### src/design/mae_pkg.sv
// ----------------------------------------------------------------------------
// mae_pkg: shared types and constants for the motion activity LED envelope
// Holds the configuration record, register indexes, reset values and the
// fixed limits of the brightness and period envelopes.
// ----------------------------------------------------------------------------
package mae_pkg;

  // Field widths.
  localparam int AccelW   = 8;
  localparam int DevW     = 16;
  localparam int BrightW  = 18;
  localparam int StepW    = 18;
  localparam int FloorW   = 8;
  localparam int PeriodW  = 10;
  localparam int CeilW    = 8;
  localparam int ScaleSh  = 10;   // brightness is kept scaled by 1024

  // Configuration port sizes.
  localparam int AddrW    = 5;
  localparam int DataW    = 32;

  // Envelope limits.
  localparam logic [BrightW-1:0] BrtTopScaled = BrightW'(255 * 1024);
  localparam logic [PeriodW-1:0] PeriodTop    = PeriodW'(900);

  // Register reset values.
  localparam logic [DevW-1:0]    RstSteadyLevel    = DevW'(1020);
  localparam logic [DevW-1:0]    RstBrightThresh   = DevW'(126);
  localparam logic [DevW-1:0]    RstSpeedThresh    = DevW'(360);
  localparam logic [StepW-1:0]   RstBrightRise     = StepW'(10008);
  localparam logic [StepW-1:0]   RstBrightFall     = StepW'(207);
  localparam logic [FloorW-1:0]  RstBrightFloor    = FloorW'(22);
  localparam logic [PeriodW-1:0] RstPeriodFloor    = PeriodW'(207);
  localparam logic [PeriodW-1:0] RstPeriodRise     = PeriodW'(2);

  // Register indexes, one per 32-bit word of the configuration space.
  typedef enum logic [2:0] {
    REG_STEADY_LEVEL     = 3'd0,
    REG_BRIGHT_THRESHOLD = 3'd1,
    REG_SPEED_THRESHOLD  = 3'd2,
    REG_BRIGHT_RISE_STEP = 3'd3,
    REG_BRIGHT_FALL_STEP = 3'd4,
    REG_BRIGHT_FLOOR     = 3'd5,
    REG_PERIOD_FLOOR     = 3'd6,
    REG_PERIOD_RISE_STEP = 3'd7
  } reg_idx_t;

  // Configuration record handed from the register file to the datapath.
  typedef struct packed {
    logic [DevW-1:0]    steady_level;
    logic [DevW-1:0]    bright_threshold;
    logic [DevW-1:0]    speed_threshold;
    logic [StepW-1:0]   bright_rise_step;
    logic [StepW-1:0]   bright_fall_step;
    logic [FloorW-1:0]  bright_floor;
    logic [PeriodW-1:0] period_floor;
    logic [PeriodW-1:0] period_rise_step;
  } cfg_t;

endpackage

### src/design/mae_cfg.sv
// ----------------------------------------------------------------------------
// mae_cfg: configuration register file
// APB-style slave with eight word-aligned registers; writes complete in the
// access phase and reads return the current register value.
// ----------------------------------------------------------------------------
module mae_cfg import mae_pkg::*; (
  input  logic             clk,
  input  logic             rst,
  input  logic             psel,
  input  logic             penable,
  input  logic             pwrite,
  input  logic [AddrW-1:0] paddr,
  input  logic [DataW-1:0] pwdata,
  output logic [DataW-1:0] prdata,
  output logic             pready,
  output cfg_t             cfg
);

  logic     wr_en;
  reg_idx_t idx;

  assign pready = 1'b1;
  assign wr_en  = psel && penable && pwrite;
  assign idx    = reg_idx_t'(paddr[AddrW-1:2]);

  // Register writes; each register keeps only its own width.
  always_ff @(posedge clk) begin
    if (rst) begin
      cfg.steady_level     <= RstSteadyLevel;
      cfg.bright_threshold <= RstBrightThresh;
      cfg.speed_threshold  <= RstSpeedThresh;
      cfg.bright_rise_step <= RstBrightRise;
      cfg.bright_fall_step <= RstBrightFall;
      cfg.bright_floor     <= RstBrightFloor;
      cfg.period_floor     <= RstPeriodFloor;
      cfg.period_rise_step <= RstPeriodRise;
    end else if (wr_en) begin
      case (idx)
        REG_STEADY_LEVEL:     cfg.steady_level     <= pwdata[DevW-1:0];
        REG_BRIGHT_THRESHOLD: cfg.bright_threshold <= pwdata[DevW-1:0];
        REG_SPEED_THRESHOLD:  cfg.speed_threshold  <= pwdata[DevW-1:0];
        REG_BRIGHT_RISE_STEP: cfg.bright_rise_step <= pwdata[StepW-1:0];
        REG_BRIGHT_FALL_STEP: cfg.bright_fall_step <= pwdata[StepW-1:0];
        REG_BRIGHT_FLOOR:     cfg.bright_floor     <= pwdata[FloorW-1:0];
        REG_PERIOD_FLOOR:     cfg.period_floor     <= pwdata[PeriodW-1:0];
        REG_PERIOD_RISE_STEP: cfg.period_rise_step <= pwdata[PeriodW-1:0];
        default: ;
      endcase
    end
  end

  // Read-back multiplexer, zero-extended to the bus width.
  always_comb begin
    case (idx)
      REG_STEADY_LEVEL:     prdata = DataW'(cfg.steady_level);
      REG_BRIGHT_THRESHOLD: prdata = DataW'(cfg.bright_threshold);
      REG_SPEED_THRESHOLD:  prdata = DataW'(cfg.speed_threshold);
      REG_BRIGHT_RISE_STEP: prdata = DataW'(cfg.bright_rise_step);
      REG_BRIGHT_FALL_STEP: prdata = DataW'(cfg.bright_fall_step);
      REG_BRIGHT_FLOOR:     prdata = DataW'(cfg.bright_floor);
      REG_PERIOD_FLOOR:     prdata = DataW'(cfg.period_floor);
      REG_PERIOD_RISE_STEP: prdata = DataW'(cfg.period_rise_step);
      default:              prdata = '0;
    endcase
  end

endmodule

### src/design/mae_dev.sv
// ----------------------------------------------------------------------------
// mae_dev: motion deviation
// Squares and sums the three acceleration axes and returns the absolute
// difference from the steady level.
// ----------------------------------------------------------------------------
module mae_dev import mae_pkg::*; (
  input  logic signed [AccelW-1:0] accel_x,
  input  logic signed [AccelW-1:0] accel_y,
  input  logic signed [AccelW-1:0] accel_z,
  input  logic        [DevW-1:0]   steady_level,
  output logic        [DevW-1:0]   deviation
);

  logic signed [2*AccelW-1:0] sq_x, sq_y, sq_z;
  logic        [DevW-1:0]     mag;

  // Each square is at most 16384, so the sum of three fits in 16 bits.
  assign sq_x = (2*AccelW)'(accel_x) * (2*AccelW)'(accel_x);
  assign sq_y = (2*AccelW)'(accel_y) * (2*AccelW)'(accel_y);
  assign sq_z = (2*AccelW)'(accel_z) * (2*AccelW)'(accel_z);
  assign mag  = DevW'(sq_x) + DevW'(sq_y) + DevW'(sq_z);

  // Absolute difference from the resting magnitude.
  assign deviation = (mag > steady_level) ? (mag - steady_level)
                                          : (steady_level - mag);

endmodule

### src/design/mae_env.sv
// ----------------------------------------------------------------------------
// mae_env: brightness and period envelopes
// Holds the scaled brightness ceiling and the maximum period, and computes
// their saturating updates from the deviation of the current word.
// ----------------------------------------------------------------------------
module mae_env import mae_pkg::*; (
  input  logic               clk,
  input  logic               rst,
  input  logic               update,
  input  logic [DevW-1:0]    deviation,
  input  cfg_t               cfg,
  output logic [BrightW-1:0] bright_next,
  output logic [PeriodW-1:0] period_next
);

  logic [BrightW-1:0] bright;
  logic [PeriodW-1:0] period;

  logic [BrightW:0]   bright_sum;
  logic [BrightW-1:0] bright_lo;
  logic [BrightW:0]   bright_lo_step;
  logic [PeriodW:0]   period_sum;

  assign bright_sum     = {1'b0, bright} + {1'b0, cfg.bright_rise_step};
  assign bright_lo      = {cfg.bright_floor, {ScaleSh{1'b0}}};
  assign bright_lo_step = {1'b0, bright_lo} + {1'b0, cfg.bright_fall_step};
  assign period_sum     = {1'b0, period} + {1'b0, cfg.period_rise_step};

  // Brightness ceiling: rise on activity up to the top, else fall to the floor.
  always_comb begin
    if (deviation > cfg.bright_threshold) begin
      if (bright_sum < {1'b0, BrtTopScaled}) begin
        bright_next = bright_sum[BrightW-1:0];
      end else begin
        bright_next = BrtTopScaled;
      end
    end else if ({1'b0, bright} > bright_lo_step) begin
      bright_next = bright - cfg.bright_fall_step;
    end else begin
      bright_next = bright_lo;
    end
  end

  // Maximum period: drop to the floor on strong motion, else climb to the top.
  always_comb begin
    if (deviation > cfg.speed_threshold) begin
      period_next = cfg.period_floor;
    end else if (period_sum < {1'b0, PeriodTop}) begin
      period_next = period_sum[PeriodW-1:0];
    end else begin
      period_next = PeriodTop;
    end
  end

  // Envelope state advances once per word leaving the input stage.
  always_ff @(posedge clk) begin
    if (rst) begin
      bright <= BrtTopScaled;
      period <= PeriodTop;
    end else if (update) begin
      bright <= bright_next;
      period <= period_next;
    end
  end

endmodule

### src/design/motion_activity_led_envelope.sv
// Stages: an accepted sample is captured in the input register, and its
// result word is then captured in the result register.
// Throughput: one sample per cycle; the input stage takes a new word whenever
// it is empty or the result register is empty or is being taken in the same cycle.
// Reset (synchronous, active high) empties both stages, loads the register
// reset values and sets the ceiling to 255*1024 and the period to 900.
// ----------------------------------------------------------------------------
// motion_activity_led_envelope: accelerometer-driven LED envelope
// Input register, single-pass deviation and envelope update, result register.
// ----------------------------------------------------------------------------
module motion_activity_led_envelope import mae_pkg::*; (
  input  logic             clk,
  input  logic             rst,
  // Sample stream.
  input  logic             s_axis_tvalid,
  output logic             s_axis_tready,
  input  logic [23:0]      s_axis_tdata,   // accel_x[7:0], accel_y[15:8], accel_z[23:16]
  // Result stream.
  output logic             m_axis_tvalid,
  input  logic             m_axis_tready,
  output logic [39:0]      m_axis_tdata,   // brightness_ceiling[7:0], max_period[17:8],
                                           // deviation[33:18], zero[39:34]
  // Configuration port.
  input  logic             psel,
  input  logic             penable,
  input  logic             pwrite,
  input  logic [AddrW-1:0] paddr,
  input  logic [DataW-1:0] pwdata,
  output logic [DataW-1:0] prdata,
  output logic             pready
);

  cfg_t cfg;

  logic                     in_valid;
  logic signed [AccelW-1:0] in_x, in_y, in_z;
  logic                     advance;
  logic                     update;

  logic [DevW-1:0]    deviation;
  logic [BrightW-1:0] bright_next;
  logic [PeriodW-1:0] period_next;

  logic [CeilW-1:0]   out_ceiling;
  logic [PeriodW-1:0] out_period;
  logic [DevW-1:0]    out_deviation;

  mae_cfg u_cfg (
    .clk     (clk),
    .rst     (rst),
    .psel    (psel),
    .penable (penable),
    .pwrite  (pwrite),
    .paddr   (paddr),
    .pwdata  (pwdata),
    .prdata  (prdata),
    .pready  (pready),
    .cfg     (cfg)
  );

  // Handshake: the result register frees up when empty or being taken.
  assign advance       = !m_axis_tvalid || m_axis_tready;
  assign s_axis_tready = !in_valid || advance;
  assign update        = in_valid && advance;

  // Input register.
  always_ff @(posedge clk) begin
    if (rst) begin
      in_valid <= 1'b0;
    end else if (s_axis_tready) begin
      in_valid <= s_axis_tvalid;
    end
  end

  always_ff @(posedge clk) begin
    if (s_axis_tvalid && s_axis_tready) begin
      in_x <= s_axis_tdata[7:0];
      in_y <= s_axis_tdata[15:8];
      in_z <= s_axis_tdata[23:16];
    end
  end

  mae_dev u_dev (
    .accel_x      (in_x),
    .accel_y      (in_y),
    .accel_z      (in_z),
    .steady_level (cfg.steady_level),
    .deviation    (deviation)
  );

  mae_env u_env (
    .clk         (clk),
    .rst         (rst),
    .update      (update),
    .deviation   (deviation),
    .cfg         (cfg),
    .bright_next (bright_next),
    .period_next (period_next)
  );

  // Result register.
  always_ff @(posedge clk) begin
    if (rst) begin
      m_axis_tvalid <= 1'b0;
    end else if (advance) begin
      m_axis_tvalid <= in_valid;
    end
  end

  always_ff @(posedge clk) begin
    if (update) begin
      out_ceiling   <= bright_next[BrightW-1:ScaleSh];
      out_period    <= period_next;
      out_deviation <= deviation;
    end
  end

  assign m_axis_tdata = {6'd0, out_deviation, out_period, out_ceiling};

  // Both stages are empty right after reset.
  a_reset_empty: assert property (@(posedge clk) rst |=> !in_valid && !m_axis_tvalid)
    else $error("pipeline not empty after reset");

  // Input stalls only when both stages are full and the output is blocked.
  a_stall_cause: assert property (@(posedge clk) disable iff (rst)
    !s_axis_tready |-> in_valid && m_axis_tvalid && !m_axis_tready)
    else $error("input stalled without a full pipeline");

  // A word leaving the input stage shows up as a result on the next cycle.
  a_move_out: assert property (@(posedge clk) disable iff (rst)
    update |=> m_axis_tvalid)
    else $error("word lost between input and result registers");

  // The brightness ceiling never passes its top.
  a_bright_top: assert property (@(posedge clk) disable iff (rst)
    update |-> bright_next <= BrtTopScaled)
    else $error("brightness ceiling above top");

endmodule
### config.mk
export PLATFORM = sky130hd
export DESIGN_NAME = motion_activity_led_envelope
export DESIGN_NICKNAME = d
export VERILOG_FILES = /design/src/design/mae_pkg.sv /design/src/design/mae_cfg.sv /design/src/design/mae_dev.sv /design/src/design/mae_env.sv /design/src/design/motion_activity_led_envelope.sv
export SDC_FILE = /design/constraint.sdc
export NUM_CORES = 1
export LEC_CHECK = 0
export BUFFER_PORTS_ARGS = -buffer_cell sky130_fd_sc_hd__buf_4
export CAP_MARGIN = 25
export CORE_AREA = 2 2 204 206
export DETAILED_ROUTE_END_ITERATION = 6
export DIE_AREA = 0 0 206 208
export PLACE_DENSITY = 0.74
export SKIP_LAST_GASP = 1
export SLEW_MARGIN = 10
export SYNTH_ARGS = -nofsm -noshare
export SYNTH_HDL_FRONTEND = slang
export SYNTH_HIERARCHICAL = 1
export SYNTH_SLANG_ARGS = --single-unit
### constraint.sdc
create_clock -name clk -period 16.6 [get_ports clk]
set_input_delay 1.66 -clock clk [delete_from_list [all_inputs] [get_ports clk]]
set_output_delay 1.66 -clock clk [all_outputs]
set_load 0.1 [all_outputs]
Yosys cells after proc, flatten, opt, wreduce, memory -nomap -nowiden
Index checks and enable logic that the tools add are counted.
{"block": "op_classes", "n_addsub": 8, "n_mul": 3, "div": 0, "order_cmp": 6, "eq_ne": 7, "shifts": 0, "mux": 7, "bitwise": 0, "reduce_logical": 17}
{"cell": "32-bit one-hot mux with 8 select lines", "n": 1}
{"cell": "18-bit 2-to-1 mux", "n": 3}
{"cell": "16-bit > comparator", "n": 3}
{"cell": "8-bit by 8-bit multiplier with 16-bit output", "n": 3}
{"cell": "18-bit by 18-bit adder with 19-bit output", "n": 2}
{"cell": "16-bit adder", "n": 2}
{"cell": "16-bit subtractor", "n": 2}
{"cell": "10-bit 2-to-1 mux", "n": 2}
{"cell": "18-bit by 19-bit > comparator with 1-bit output", "n": 1}
{"cell": "19-bit by 18-bit < comparator with 1-bit output, second input constant", "n": 1}
{"cell": "18-bit subtractor", "n": 1}
{"cell": "16-bit 2-to-1 mux", "n": 1}
{"cell": "2-bit AND reduction", "n": 8}
{"cell": "3-bit == test, second input constant", "n": 4}
{"cell": "10-bit by 10-bit adder with 11-bit output", "n": 1}
{"cell": "11-bit by 10-bit < comparator with 1-bit output, second input constant", "n": 1}
{"cell": "3-bit by 2-bit == test with 1-bit output, second input constant", "n": 2}
{"cell": "1-bit logical AND", "n": 4}
{"cell": "3-bit by 1-bit == test with 1-bit output, second input constant", "n": 1}
{"cell": "3-bit logical NOT", "n": 1}
{"cell": "1-bit logical NOT", "n": 2}
{"cell": "1-bit logical OR", "n": 2}
{"block": "totals", "ff_bits": 200, "latch_bits": 0, "mem_bits_rw": 0, "romBits": 0, "in_bits": 68, "output_inout_bits": 75, "wordCells": 66, "mem_count": 0}

Depth between registers and ports, before layout
{"block": "depth", "word_depth": 7, "ltp_mapped": 44, "ltp_nobuf": 41}

By module
Netlist, hierarchy kept.
{"module": "mae_dev", "instances": 1, "cells_per_inst": 933, "area_each_um2": 8353.0, "seq_area_each_um2": 0.0}
{"module": "mae_cfg", "instances": 1, "cells_per_inst": 653, "area_each_um2": 5215.0, "seq_area_each_um2": 2242.2}
{"module": "mae_env", "instances": 1, "cells_per_inst": 661, "area_each_um2": 4976.0, "seq_area_each_um2": 560.5}
{"module": "motion_activity_led_envelope", "instances": 1, "cells_per_inst": 75, "area_each_um2": 1894.3, "seq_area_each_um2": 1781.7}

Worst setup path after synthesis
OpenSTA, ideal clock, no wires.
{"block": "synth_path", "kind": "flip-flop to flip-flop", "from": "register in_x[0]", "to": "register u_env.bright[15]", "setup_ps": 120, "t_arrival_ps": 10086, "t_required_ps": 16480, "setup_slack_ps": 6394, "stages_incl_launch_ff": 41, "n_path_buf": 3, "period_less_slack_ps": 10206, "cell_sequence": "edfxtp_1 -> and2_1 -> fa_1 -> fa_1 -> inv_1 -> fa_1 -> fa_1 -> inv_1 -> fa_1 -> inv_1 -> fa_1 -> inv_1 -> fa_1 -> ha_1 -> a21o_1 -> a21oi_1 -> o21bai_1 -> a2111oi_0 -> (+5 left out) -> and3_4 -> or3b_4 -> nor4_4 -> a21oi_2 -> buf_6 -> a211oi_1 -> a31oi_1 -> xnor2_1 -> ha_1 -> and4_1 -> nand3_1 -> a211o_1 -> o211ai_1 -> nand2_1 -> a211o_1 -> buf_2 -> o221a_2 -> a211o_1"}
{"block": "synth_via", "elab_chain_cells": 7, "elab_cells_between_ends": 9, "classes_between": "4 x add/sub; 1 x mul; 2 x order compare; 2 x mux"}
{"element": "from (decl)", "line_no": "motion_activity_led_envelope.sv:36", "text": "logic signed [AccelW-1:0] in_x, in_y, in_z;"}
{"element": "from (signal assigned)", "line_no": "motion_activity_led_envelope.sv:77", "text": "in_x <= s_axis_tdata[7:0];"}
{"element": "8-bit by 8-bit multiplier with 16-bit output *", "line_no": "mae_dev.sv:18", "text": "assign sq_x = (2*AccelW)'(accel_x) * (2*AccelW)'(accel_x);"}
{"element": "16-bit adder * (2 in a row)", "line_no": "mae_dev.sv:21", "text": "assign mag = DevW'(sq_x) + DevW'(sq_y) + DevW'(sq_z);"}
{"element": "16-bit subtractor, or another cell as far along", "line_no": "mae_dev.sv:25", "text": ": (steady_level - mag);"}
{"element": "16-bit 2-to-1 mux *", "line_no": "mae_dev.sv:24", "text": "assign deviation = (mag > steady_level) ? (mag - steady_level)"}
{"element": "named net deviation[10]", "line_no": "motion_activity_led_envelope.sv:40", "text": "logic [DevW-1:0] deviation;"}
{"element": "16-bit > comparator *", "line_no": "mae_env.sv:31", "text": "if (deviation > cfg.bright_threshold) begin"}
{"element": "18-bit 2-to-1 mux *", "line_no": "mae_env.sv:31"}
{"element": "named net bright_next[15]", "line_no": "motion_activity_led_envelope.sv:41", "text": "logic [BrightW-1:0] bright_next;"}
{"element": "to (signal assigned)", "line_no": "mae_env.sv:58", "text": "bright <= BrtTopScaled;"}
{"element": "to (signal assigned)", "line_no": "mae_env.sv:61", "text": "bright <= bright_next;"}
{"element": "to (decl)", "line_no": "mae_env.sv:16", "text": "logic [BrightW-1:0] bright;"}
Mark *: on every way through the listed nets, which the timed path passes. The rest lies on a longest branch.
A chain may end at the register's enable or synchronous reset.

Worst setup path in the final report
{"block": "layout_path", "from": "register in_x[1]", "to": "register u_env.bright[0]"}
{"block": "layout_via", "elab_chain_cells": 7, "elab_cells_between_ends": 9, "classes_between": "4 x add/sub; 1 x mul; 2 x order compare; 2 x mux"}
{"element": "8-bit by 8-bit multiplier with 16-bit output *", "line_no": "mae_dev.sv:18"}
{"element": "16-bit adder * (2 in a row)", "line_no": "mae_dev.sv:21"}
{"element": "16-bit subtractor, or another cell as far along", "line_no": "mae_dev.sv:25"}
{"element": "16-bit 2-to-1 mux *", "line_no": "mae_dev.sv:24"}
{"element": "named net deviation[10]", "line_no": "motion_activity_led_envelope.sv:40"}
{"element": "16-bit > comparator *", "line_no": "mae_env.sv:31"}
{"element": "18-bit 2-to-1 mux *", "line_no": "mae_env.sv:31"}
Marked as above.

==> impl_metrics.env <==
export IMPL_status="complete, no violations"
export IMPL_crit_top_cell="fa_1"
export IMPL_clk_pin_slew_ns=0.09
export IMPL_period_share_pct=72.85
export IMPL_highest_layer="met4"
export IMPL_rrSetupSlack_ns=4.51
export IMPL_die_h_um=208
export IMPL_grt_ovfl_total=0
export IMPL_cpMaxStageDelayCell="a2111oi_0"
export IMPL_dr_total_vias=16380
export IMPL_critPathMaxStageDelay_ns=0.74
export IMPL_wl_met3_um=4254
export IMPL_insertion_delay_ns=0.50
export IMPL_coreArea_um2=40550
export IMPL_final_nets=2813
export IMPL_grt_pass1_wl_um=85050
export IMPL_crit_type="reg -> reg"
export IMPL_crit_required_ns=17.03
export IMPL_syn_inst=2321
export IMPL_htreeDepth=4
export IMPL_cts_root_buffer="clkbuf_16"
export IMPL_start_kind="flip-flop"
export IMPL_timing_worst_slew_pin_value_ns=0.9763
export IMPL_hp_class="reg -> reg"
export IMPL_insertedDiodeCount=0
export IMPL_rsz0062_at_grt="no"
export IMPL_final_max_slew_violation_count=0
export IMPL_slew_headroom_pct=34.91
export IMPL_cts_sink_count=200
export IMPL_antenna_found_initial=0
export IMPL_post_cts_setup_buffers=0
export IMPL_initial_utilization_pct=50.39
export IMPL_io_buffers=105
export IMPL_dr_wl_met2_um=24730
export IMPL_post_route_drc_count=0
export IMPL_hold_end="u_cfg/cfg[77]$_SDFFE_PP0P_"
export IMPL_tns_ns=0
export IMPL_hp_start="u_cfg/cfg[77]$_SDFFE_PP0P_"
export IMPL_whs_path_depth=2
export IMPL_drt_met1_wl_um=23410
export IMPL_grt_max_degree=91
export IMPL_n_fill_cell=3704
export IMPL_ys_warn_count=6
export IMPL_cts_buffer_depth=2
export IMPL_wl_per_cell_um=18.50
export IMPL_hold_viol_final=0
export IMPL_max_freq_mhz=82.69
export IMPL_ff2ff_path_depth=41
export IMPL_globalplace_congestion=0.9170
export IMPL_ant_nets=0
export IMPL_first_iter_violations=1518
export IMPL_grt_pass1_vias=16080
export IMPL_worstPathArrival_ns=12.52
export IMPL_via_per_inst=5.641
export IMPL_crit_reg2reg_launch="in_x[1]$_DFFE_PP_"
export IMPL_die_w_um=206
export IMPL_rows=74
export IMPL_drt_wl_total_um=53730
export IMPL_syn_area_per_cell_um2=8.804
export IMPL_groute_usage_overall_pct=25.40
export IMPL_dpl_hpwl_um=42260
export IMPL_crit_path_max_fanout=13
export IMPL_placed_area_um2=21400
export IMPL_io_pins=143
export IMPL_r2r_end="u_env/bright[0]$_SDFFE_PP0P_"
export IMPL_fin_crit_ns=12.09
export IMPL_area_delta_synth_final_pct=7.752
export IMPL_cts_hold_buf=0
export IMPL_cts_resized=0
export IMPL_cts_tree="done"
export IMPL_syn_area_um2=20430
export IMPL_dr_pass1_iters=6
export IMPL_final_area_um2=22020
export IMPL_drv_cap=0
export IMPL_fp_dieArea_um2=42850
export IMPL_critPathCaptureType="flip-flop"
export IMPL_numCtsBuffers=17
export IMPL_skew_ns=0.01525
export IMPL_setup_violations=0
export IMPL_drive_gt1_share_pct=9.022
registers in the layout, summed over array words and instances (netlist names):
signal,cells
u_cfg/cfg,112
u_env/bright,18
out_deviation,16
out_period,10
u_env/period,10
in_x,8
in_y,8
in_z,8
out_ceiling,8
in_valid,1
m_axis_tvalid,1
routing by layer:
layer  track usage [%]  up-vias
li1                  -     7732
met1             35.30     7972
met2             39.55      601
met3             5.028       76
met4             8.547        0
met5                 0        -
through the flow:
stage                     hold slack [ns]  instances  utilization (%)  setup slack (ns)
after global placement             0.4583       2870            52.73             4.532
after detailed placement           0.4657       2871            52.77             4.571
final                              0.4773       2904            54.29             4.506
after CTS                          0.4775       2903            54.26             4.545
after floorplan                    0.4448       2339                -             6.394
after global routing               0.4946       2904            54.29             3.755
worst max path at each step:
stage	end	slack, ns	cells past startpoint	startpoint
final	u_env/bright[0]$_SDFFE_PP0P_	4.51	41	in_x[1]$_DFFE_PP_
after floorplan	u_env/bright[15]$_SDFFE_PP1P_	6.39	40	in_x[0]$_DFFE_PP_
after detailed placement	u_env/bright[0]$_SDFFE_PP0P_	4.57	41	in_x[1]$_DFFE_PP_
after global routing	u_env/bright[0]$_SDFFE_PP0P_	3.76	41	in_x[1]$_DFFE_PP_
after global placement	u_env/bright[0]$_SDFFE_PP0P_	4.53	38	in_x[1]$_DFFE_PP_
after CTS	u_env/bright[0]$_SDFFE_PP0P_	4.55	41	in_x[1]$_DFFE_PP_
worst max-delay path: cells and delay by family, from the launching register on:
kind | cells | cell delay [ns]
flip-flops | 1 | 0.62
buffers and inverters | 7 | 0.56
adder cells (fa/ha/maj) | 10 | 4.48
AO/OA/AOI/OAI | 14 | 3.77
XOR/XNOR | 2 | 0.57
AND/OR/NAND/NOR | 8 | 2.01
placed cells by master, fill, tap and decap left out, types with 25 or more instances in the layout:
cell type  instances
a21oi_1          168
nand2_1          299
o21a_1            25
inv_1            370
fa_1             192
and2_1            49
edfxtp_1          58
nand3b_1          37
dfxtp_1          142
nor2_1           127
a21o_1            39
ha_1             194
xor2_1            26
o21ai_0           58
buf_4            110
xnor2_1           66
layout make-up:
cell class | instances | area [um2] | area share, %
Clock buffer | 17 | 425.4 | 1.932
Clock inverter | 15 | 181.4 | 0.8240
Inverter | 373 | 1400 | 6.359
Multi-Input combinational cell | 1655 | 13910 | 63.17
Sequential cell | 200 | 4584 | 20.82
Tap cell | 532 | 665.6 | 3.023
Timing Repair Buffer | 112 | 852.1 | 3.870
Power is not shown: default switching activity piles up to over one toggle a cycle in this logic, so the estimate is an artifact.
